$ cat src/rtl/rbps_pkg.sv
// Package: sizes, codes and state encoding for the ready bitmap priority scheduler.
`timescale 1ns / 1ps
`default_nettype none

package rbps_pkg;

  // Sizing of the ready-queue tracker
  localparam int NUM_PRIOS   = 256;
  localparam int GROUP_WIDTH = 16;
  localparam int COUNT_WIDTH = 8;

  localparam int NUM_GROUPS  = (NUM_PRIOS + GROUP_WIDTH - 1) / GROUP_WIDTH;
  localparam int PAD_W       = NUM_GROUPS * GROUP_WIDTH;
  localparam int PRIO_IDX_W  = (NUM_PRIOS > 1) ? $clog2(NUM_PRIOS) : 1;
  localparam int GRP_IDX_W   = (NUM_GROUPS > 1) ? $clog2(NUM_GROUPS) : 1;
  localparam int BIT_IDX_W   = $clog2(GROUP_WIDTH);

  // Fixed field widths of the stream items
  localparam int OP_W        = 2;
  localparam int PRIO_W      = 8;
  localparam int STATUS_W    = 2;
  localparam int IN_TDATA_W  = 8;
  localparam int IN_TUSER_W  = 8;
  localparam int OUT_TDATA_W = 16;
  localparam int OUT_PAD_W   = OUT_TDATA_W - PRIO_W - 1 - STATUS_W;

  localparam logic [COUNT_WIDTH-1:0] COUNT_MAX = '1;

  typedef enum logic [OP_W-1:0] {
    OP_APPEND = 2'd0,
    OP_REMOVE = 2'd1,
    OP_QUERY  = 2'd2,
    OP_RSVD   = 2'd3
  } op_e;

  typedef enum logic [STATUS_W-1:0] {
    ST_OK       = 2'd0,
    ST_EMPTY    = 2'd1,
    ST_OVERFLOW = 2'd2
  } status_e;

  typedef enum logic [1:0] {
    S_IDLE   = 2'd0,
    S_UPDATE = 2'd1,
    S_RESULT = 2'd2
  } fsm_e;

endpackage

`default_nettype wire

$ cat src/rtl/ready_bitmap_priority_scheduler.sv
// Top level: ready-queue tracker with a count memory and a two-level ready bitmap.
// Each item goes through the count read on accept, the update state and the result state,
// where it is encoded into the output register; no new item is taken until then.
// The next item is taken while a finished result still waits in the output register.
// Reset (rst_ni low, asynchronous) clears the control state, the per-entry valid bits
// of the count memory and the ready bitmap; counts read as zero at once, no clearing pass.
`timescale 1ns / 1ps
`default_nettype none

module ready_bitmap_priority_scheduler
  import rbps_pkg::*;
(
  input  wire logic                   clk_i,
  input  wire logic                   rst_ni,
  input  wire logic                   s_axis_tvalid,
  output logic                        s_axis_tready,
  input  wire logic [IN_TDATA_W-1:0]  s_axis_tdata,   // [7:0] prio
  input  wire logic [IN_TUSER_W-1:0]  s_axis_tuser,   // [1:0] operation
  output logic                        m_axis_tvalid,
  input  wire logic                   m_axis_tready,
  output logic [OUT_TDATA_W-1:0]      m_axis_tdata    // [7:0] highest_prio, [8] any_ready,
                                                      // [10:9] status
);

  // Control and item registers
  fsm_e                   state_q, state_d;
  op_e                    op_q;
  logic [PRIO_W-1:0]      prio_q;
  logic                   vld_at_q;
  status_e                status_q, status_d;

  // Count memory, its valid bits and the per-priority ready bits
  logic [COUNT_WIDTH-1:0] count_mem [NUM_PRIOS];
  logic [COUNT_WIDTH-1:0] rd_q;
  logic [NUM_PRIOS-1:0]   cnt_vld_q;
  logic [NUM_PRIOS-1:0]   lvl_q;
  logic [PAD_W-1:0]       lvl_pad;
  logic [NUM_GROUPS-1:0]  grp_ne;

  // Output register
  logic                   out_vld_q;
  logic [OUT_TDATA_W-1:0] out_data_q;

  logic                   in_acc;
  logic                   prio_ok;
  logic [COUNT_WIDTH-1:0] cnt_cur;
  logic [COUNT_WIDTH-1:0] cnt_nxt;
  logic                   wr_en;
  logic                   out_load;
  logic [GRP_IDX_W-1:0]   top_grp;
  logic [GROUP_WIDTH-1:0] top_word;
  logic [BIT_IDX_W-1:0]   top_b;
  logic [PRIO_W-1:0]      hi_prio;
  logic                   any_rdy;

  // Highest set bit of the group vector
  function automatic logic [GRP_IDX_W-1:0] enc_grp(input logic [NUM_GROUPS-1:0] v);
    logic [GRP_IDX_W-1:0] r;
    r = '0;
    for (int i = 0; i < NUM_GROUPS; i++) begin
      if (v[i]) begin
        r = GRP_IDX_W'(i);
      end
    end
    return r;
  endfunction

  // Highest set bit of one priority word
  function automatic logic [BIT_IDX_W-1:0] enc_bit(input logic [GROUP_WIDTH-1:0] v);
    logic [BIT_IDX_W-1:0] r;
    r = '0;
    for (int i = 0; i < GROUP_WIDTH; i++) begin
      if (v[i]) begin
        r = BIT_IDX_W'(i);
      end
    end
    return r;
  endfunction

  assign in_acc   = s_axis_tvalid && s_axis_tready;
  assign out_load = (state_q == S_RESULT) && (!out_vld_q || m_axis_tready);

  // Next state
  always_comb begin
    state_d = state_q;
    unique case (state_q)
      S_IDLE: begin
        if (in_acc) begin
          state_d = S_UPDATE;
        end
      end
      S_UPDATE: begin
        state_d = S_RESULT;
      end
      S_RESULT: begin
        if (out_load) begin
          state_d = S_IDLE;
        end
      end
      default: begin
        state_d = S_IDLE;
      end
    endcase
  end

  // Handshake outputs
  always_comb begin
    s_axis_tready = (state_q == S_IDLE);
    m_axis_tvalid = out_vld_q;
    m_axis_tdata  = out_data_q;
  end

  always_ff @(posedge clk_i or negedge rst_ni) begin
    if (!rst_ni) begin
      state_q <= S_IDLE;
    end else begin
      state_q <= state_d;
    end
  end

  // Capture the item and the valid bit of its count entry
  always_ff @(posedge clk_i) begin
    if (in_acc) begin
      op_q     <= op_e'(s_axis_tuser[OP_W-1:0]);
      prio_q   <= s_axis_tdata[PRIO_W-1:0];
      vld_at_q <= cnt_vld_q[s_axis_tdata[PRIO_IDX_W-1:0]];
    end
  end

  // Read-modify-write of the count for the item's priority
  assign prio_ok = (32'(prio_q) < NUM_PRIOS);
  assign cnt_cur = vld_at_q ? rd_q : '0;

  always_comb begin
    status_d = ST_OK;
    cnt_nxt  = cnt_cur;
    wr_en    = 1'b0;
    unique case (op_q)
      OP_APPEND: begin
        if (!prio_ok || cnt_cur == COUNT_MAX) begin
          status_d = ST_OVERFLOW;
        end else begin
          cnt_nxt = cnt_cur + COUNT_WIDTH'(1);
          wr_en   = (state_q == S_UPDATE);
        end
      end
      OP_REMOVE: begin
        if (!prio_ok || cnt_cur == '0) begin
          status_d = ST_EMPTY;
        end else begin
          cnt_nxt = cnt_cur - COUNT_WIDTH'(1);
          wr_en   = (state_q == S_UPDATE);
        end
      end
      OP_QUERY, OP_RSVD: begin
        status_d = ST_OK;
      end
    endcase
  end

  always_ff @(posedge clk_i) begin
    if (state_q == S_UPDATE) begin
      status_q <= status_d;
    end
  end

  // Count memory: synchronous read on accept, write back in the update cycle
  always_ff @(posedge clk_i) begin
    if (in_acc) begin
      rd_q <= count_mem[s_axis_tdata[PRIO_IDX_W-1:0]];
    end
    if (wr_en) begin
      count_mem[prio_q[PRIO_IDX_W-1:0]] <= cnt_nxt;
    end
  end

  // Mark written entries and keep the ready bit in step with the count
  always_ff @(posedge clk_i or negedge rst_ni) begin
    if (!rst_ni) begin
      cnt_vld_q <= '0;
      lvl_q     <= '0;
    end else if (wr_en) begin
      cnt_vld_q[prio_q[PRIO_IDX_W-1:0]] <= 1'b1;
      lvl_q[prio_q[PRIO_IDX_W-1:0]]     <= (cnt_nxt != '0);
    end
  end

  // Group bits: a group is set while any priority in its word is ready
  assign lvl_pad = PAD_W'(lvl_q);

  always_comb begin
    for (int g = 0; g < NUM_GROUPS; g++) begin
      grp_ne[g] = |lvl_pad[g*GROUP_WIDTH +: GROUP_WIDTH];
    end
  end

  // Two-level search: top group, then top bit in that word
  always_comb begin
    any_rdy  = |grp_ne;
    top_grp  = enc_grp(grp_ne);
    top_word = lvl_pad[top_grp*GROUP_WIDTH +: GROUP_WIDTH];
    top_b    = enc_bit(top_word);
    hi_prio  = any_rdy ? PRIO_W'(32'(top_grp) * GROUP_WIDTH + 32'(top_b)) : '0;
  end

  // Output register: load when empty or being drained
  always_ff @(posedge clk_i or negedge rst_ni) begin
    if (!rst_ni) begin
      out_vld_q <= 1'b0;
    end else if (out_load) begin
      out_vld_q <= 1'b1;
    end else if (m_axis_tready) begin
      out_vld_q <= 1'b0;
    end
  end

  always_ff @(posedge clk_i) begin
    if (out_load) begin
      out_data_q <= {OUT_PAD_W'(0), status_q, any_rdy, hi_prio};
    end
  end

  // An accepted item always goes to the update cycle next
  a_acc_to_update: assert property (@(posedge clk_i) disable iff (!rst_ni)
    in_acc |=> (state_q == S_UPDATE))
    else $error("accepted item did not enter the update cycle");

  // Nothing ready means the reported priority is zero
  a_none_ready_zero: assert property (@(posedge clk_i) disable iff (!rst_ni)
    (out_load && !any_rdy) |-> (hi_prio == '0))
    else $error("highest priority nonzero with nothing ready");

  // A count dropping to zero clears the ready bit
  a_zero_clears_bit: assert property (@(posedge clk_i) disable iff (!rst_ni)
    (wr_en && cnt_nxt == '0) |=> !lvl_q[$past(prio_q[PRIO_IDX_W-1:0])])
    else $error("ready bit left set for an empty priority");

  // Overflow only comes from an append, empty only from a remove
  a_status_op: assert property (@(posedge clk_i) disable iff (!rst_ni)
    (state_q == S_UPDATE) |->
      ((status_d != ST_OVERFLOW || op_q == OP_APPEND) &&
       (status_d != ST_EMPTY || op_q == OP_REMOVE)))
    else $error("status does not match the operation");

  // A reported ready priority has its ready bit set
  a_top_is_ready: assert property (@(posedge clk_i) disable iff (!rst_ni)
    (out_load && any_rdy) |-> top_word[top_b])
    else $error("reported priority is not ready");

endmodule

`default_nettype wire

$ cat config.mk
export PLATFORM = sky130hd
export DESIGN_NAME = ready_bitmap_priority_scheduler
export DESIGN_NICKNAME = d
export VERILOG_FILES = /design/src/rtl/rbps_pkg.sv /design/src/rtl/ready_bitmap_priority_scheduler.sv
export SDC_FILE = /design/constraint.sdc
export NUM_CORES = 2
export LEC_CHECK = 0
export ABC_CLOCK_PERIOD_IN_PS = 14600
export BUFFER_PORTS_ARGS = -buffer_cell sky130_fd_sc_hd__buf_2
export CORE_UTILIZATION = 59
export CTS_BUF_LIST = sky130_fd_sc_hd__clkbuf_2
export CTS_CLUSTER_DIAMETER = 50
export CTS_CLUSTER_SIZE = 10
export DETAILED_ROUTE_END_ITERATION = 7
export PLACE_DENSITY = 0.83
export SYNTH_ARGS = -nofsm -noshare
export SYNTH_HDL_FRONTEND = slang
export SYNTH_SLANG_ARGS = --single-unit
export TNS_END_PERCENT = 1
$ cat constraint.sdc
create_clock -name clk_i -period 14.6 [get_ports clk_i]
set_input_delay 0 -clock clk_i [delete_from_list [all_inputs] [get_ports clk_i]]
set_output_delay 0 -clock clk_i [all_outputs]
set_load 0.01 [all_outputs]
==> impl_metrics.ini <==
[global_routing]
use_met2_pct = 48.92
use_met1_pct = 41.26
antenna_found_initial = 14
busiest_layer = met2
grt_pass1_vias = 56430
overflow = 0
met3_usage_pct = 6.906
grt_first_pass_wirelength_microns = 386400
track_usage_pct = 30.89
grt_max_degree = 129

[worst_setup_path]
worst_ep_arrival_time_ps = 7860
cp.required_ps = 16310
reg2reg_from = vld_at_q
crit_fanout = 108
critPathCaptureType = register
startpoint_type = register
crit_type = reg2reg
startpoint = vld_at_q

[die]
dieWidth_microns = 418.7
start_util_pct = 59.58
core.rowCount = 152
die_area_sq_um = 175300
ioPinCount = 38
die_y_microns = 418.7
core_sq_um = 171900

[yosys]
synth.cell_area_sq_um = 102400
yosysWarningCount = 0
synthFlopType = edfxtp_1
synth_edf_count = 2080
syn_inst = 5267
ys_types = 76
ys_ff_latch = 2595
synthArstFlopShare_pct = 19.85
synth_area_leaders = edfxtp_1 61%, mux4_2 17%, dfrtp_1 13%
yosysMostFrequentCell = edfxtp_1
synth_top_area_share_pct = 60.98
synth_common_cells = 2080 x edfxtp_1, 767 x mux4_2, 515 x dfrtp_1, 431 x nor2_1, 423 x a21oi_1
yosysSeqAreaShare_pct = 73.56
synth_largest_area_cell = edfxtp_1
avgSynthCellArea_sq_um = 19.45

[place]
post-dp-hpwl_microns = 169300
routabilityCongestion = 1.053
dp.cells = 7519
port_buffers = 26
dpl_cell_area_sq_um = 106000

[sta]
timing.slew.headroom_pct = 6.528
report.final.hold_viol_count = 0
skew_ps = 249.0
tightest_slew_ps = 1397
setup_tns_ps = 0
fmax_mhz = 162.4
period_share_pct = 42.18
hold-worst-slack_ps = 217.3
rsz0062_at_grt = no
min_period_ps = 6159
setup_violations = 0
slew_violations = 0

[detailed_routing]
ant_nets = 0
vias_per_cell = 6.803
route.detailed.drc = 0
dr.pass1.iters = 7
wirelength_microns = 264900
wl_per_cell_microns = 32.63
first_iter_violations = 8254
vias = 55230

[cells_and_area]
fin_nets = 5606
layout.cells.non_filler = 8118
nFillCells = 11410
area_growth_pct = 6.743
drive_gt1_share_pct = 31.32
stdcell_area_sq_um = 109300

[pwr]
powerDensity_nw_per_um2 = 136.2
ir_drop_mv = 0.2186
power.leakage_uw = 0.03843

[clocking]
clock-sinks = 2595
cts-root-buf = clkbuf_2
clk_latency_ps = 2000
cts.clk_slew.worst_paths_ps = 210
cts.path.max_buffers = 4
htreeDepth = 5
numCtsBuffers = 312
cts_tree = done

[hold_path]
hold_start = s_axis_tdata[1]
hp-class = in2reg

[flow_run]
maxCapViolCount = 0

[outcome]
status = finished, final reports clean
## stage by stage
step           total power (uW)  util, %  setup slack (ps)
2_1_floorplan             10730        -             442.3
3_3_place_gp              11560    61.65              8801
3_5_place_dp              11640    61.65              8699
4_1_cts                   14830    63.58              8624
5_1_grt                   15330    63.60              8162
6_report                  14900    63.60              8441
## placed cells by master, fill, tap and decap left out, types with 5 or more instances in the layout
cell              n
mux2i_1          27
buf_2            21
mux2_2            7
dlygate4sd3_1    59
nor2b_1          13
nor2_1          423
a211oi_1         16
nand2_1          92
nand2b_1         14
and3_1            7
or3_1             6
a31oi_1          15
o211a_1           5
a211o_1           7
a21oi_1         423
nand3_1          20
o22ai_1           7
a221oi_1          5
o21ai_0          28
and4_1            7
mux4_2          767
nor2_2            8
diode_2           9
and2_1            8
dfrtp_1         515
clkbuf_2        517
buf_4           191
inv_2             6
nand4_1          23
or2_2           258
o211ai_1         11
o31ai_1           5
o221ai_1         13
inv_1             6
conb_1            5
nor4_1           69
edfxtp_1       2080
nor3_1           19
## cell families after synthesis
logic type	after synthesis	synth area share, %
multiplexers	801	17.21
other	1	0.003661
AND/OR/NAND/NOR	988	4.760
adder cells (fa/ha/maj)	2	0.02443
flip-flops	2595	73.56
buffers and inverters	290	1.120
XOR/XNOR	4	0.03421
AO/OA/AOI/OAI	586	3.292
## flip-flops by register name, summed over array words and instances, names as in the netlist
register,cells
cnt_vld_q,256
count_mem,2048
lvl_pad,256
m_axis_tdata,11
m_axis_tvalid,1
op_q,2
prio_q,8
rd_q,8
state_q,2
status_q,2
vld_at_q,1
## layer usage
| layer | vias up | share of wire (%) |
|---|---|---|
| met3 | 768 | 11 |
| met4 | 6 | 5.1 |
| met1 | 28710 | 36 |
| met2 | 3710 | 49 |
| li1 | 22030 | - |
| met5 | - | 0.017 |
## repair_timing
action,CTS,global route
buffers inserted,0,0
hold buffers,61,0
hold endpoints to repair,361,0
resized for setup,0,0
endpoints found under the setup margin,0,0
## worst max-delay path, stage by stage, from the launching register on
cell,delay [ps]
edfxtp_1,780
nand2_1,270
inv_1,120
ha_1,190
and3_1,210
and2_1,160
nand4_1,370
nand2_1,330
nand2_1,130
xnor2_2,160
buf_4,360
or4_1,660
nor2_4,880
buf_4,980
a21oi_1,190
## cell type report
cell class / instances / area, sq um / share of cell area, %
flip-flops and latches: 2595 / 75350 / 68.91
multi-input cells: 2386 / 26070 / 23.84
well taps: 2310 / 2890 / 2.643
clock buffers: 517 / 2587 / 2.367
repair buffers: 280 / 2296 / 2.100
clock inverters: 12 / 86.33 / 0.07896
inverters: 9 / 36.28 / 0.03319
diodes: 9 / 22.52 / 0.02060
## worst paths after layout
check | cells after the start | end | slack, ps
max | 14 | lvl_pad[112] | 8440
min | 6 | rd_q[3] | 220
max reg2reg | 14 | lvl_pad[112] | 8440
min reg2reg | 0 | m_axis_tdata[10] | 400
max in group asynchronous | 9 | lvl_pad[24] | 11170
min in group asynchronous | 6 | cnt_vld_q[131] | 390
## power by group
part / internal (uW) / switching [uW]
clock network: 922 / 2370
logic: 828 / 2140
registers: 8550 / 100
No activity file was read; power rests on OpenSTA's default activity.
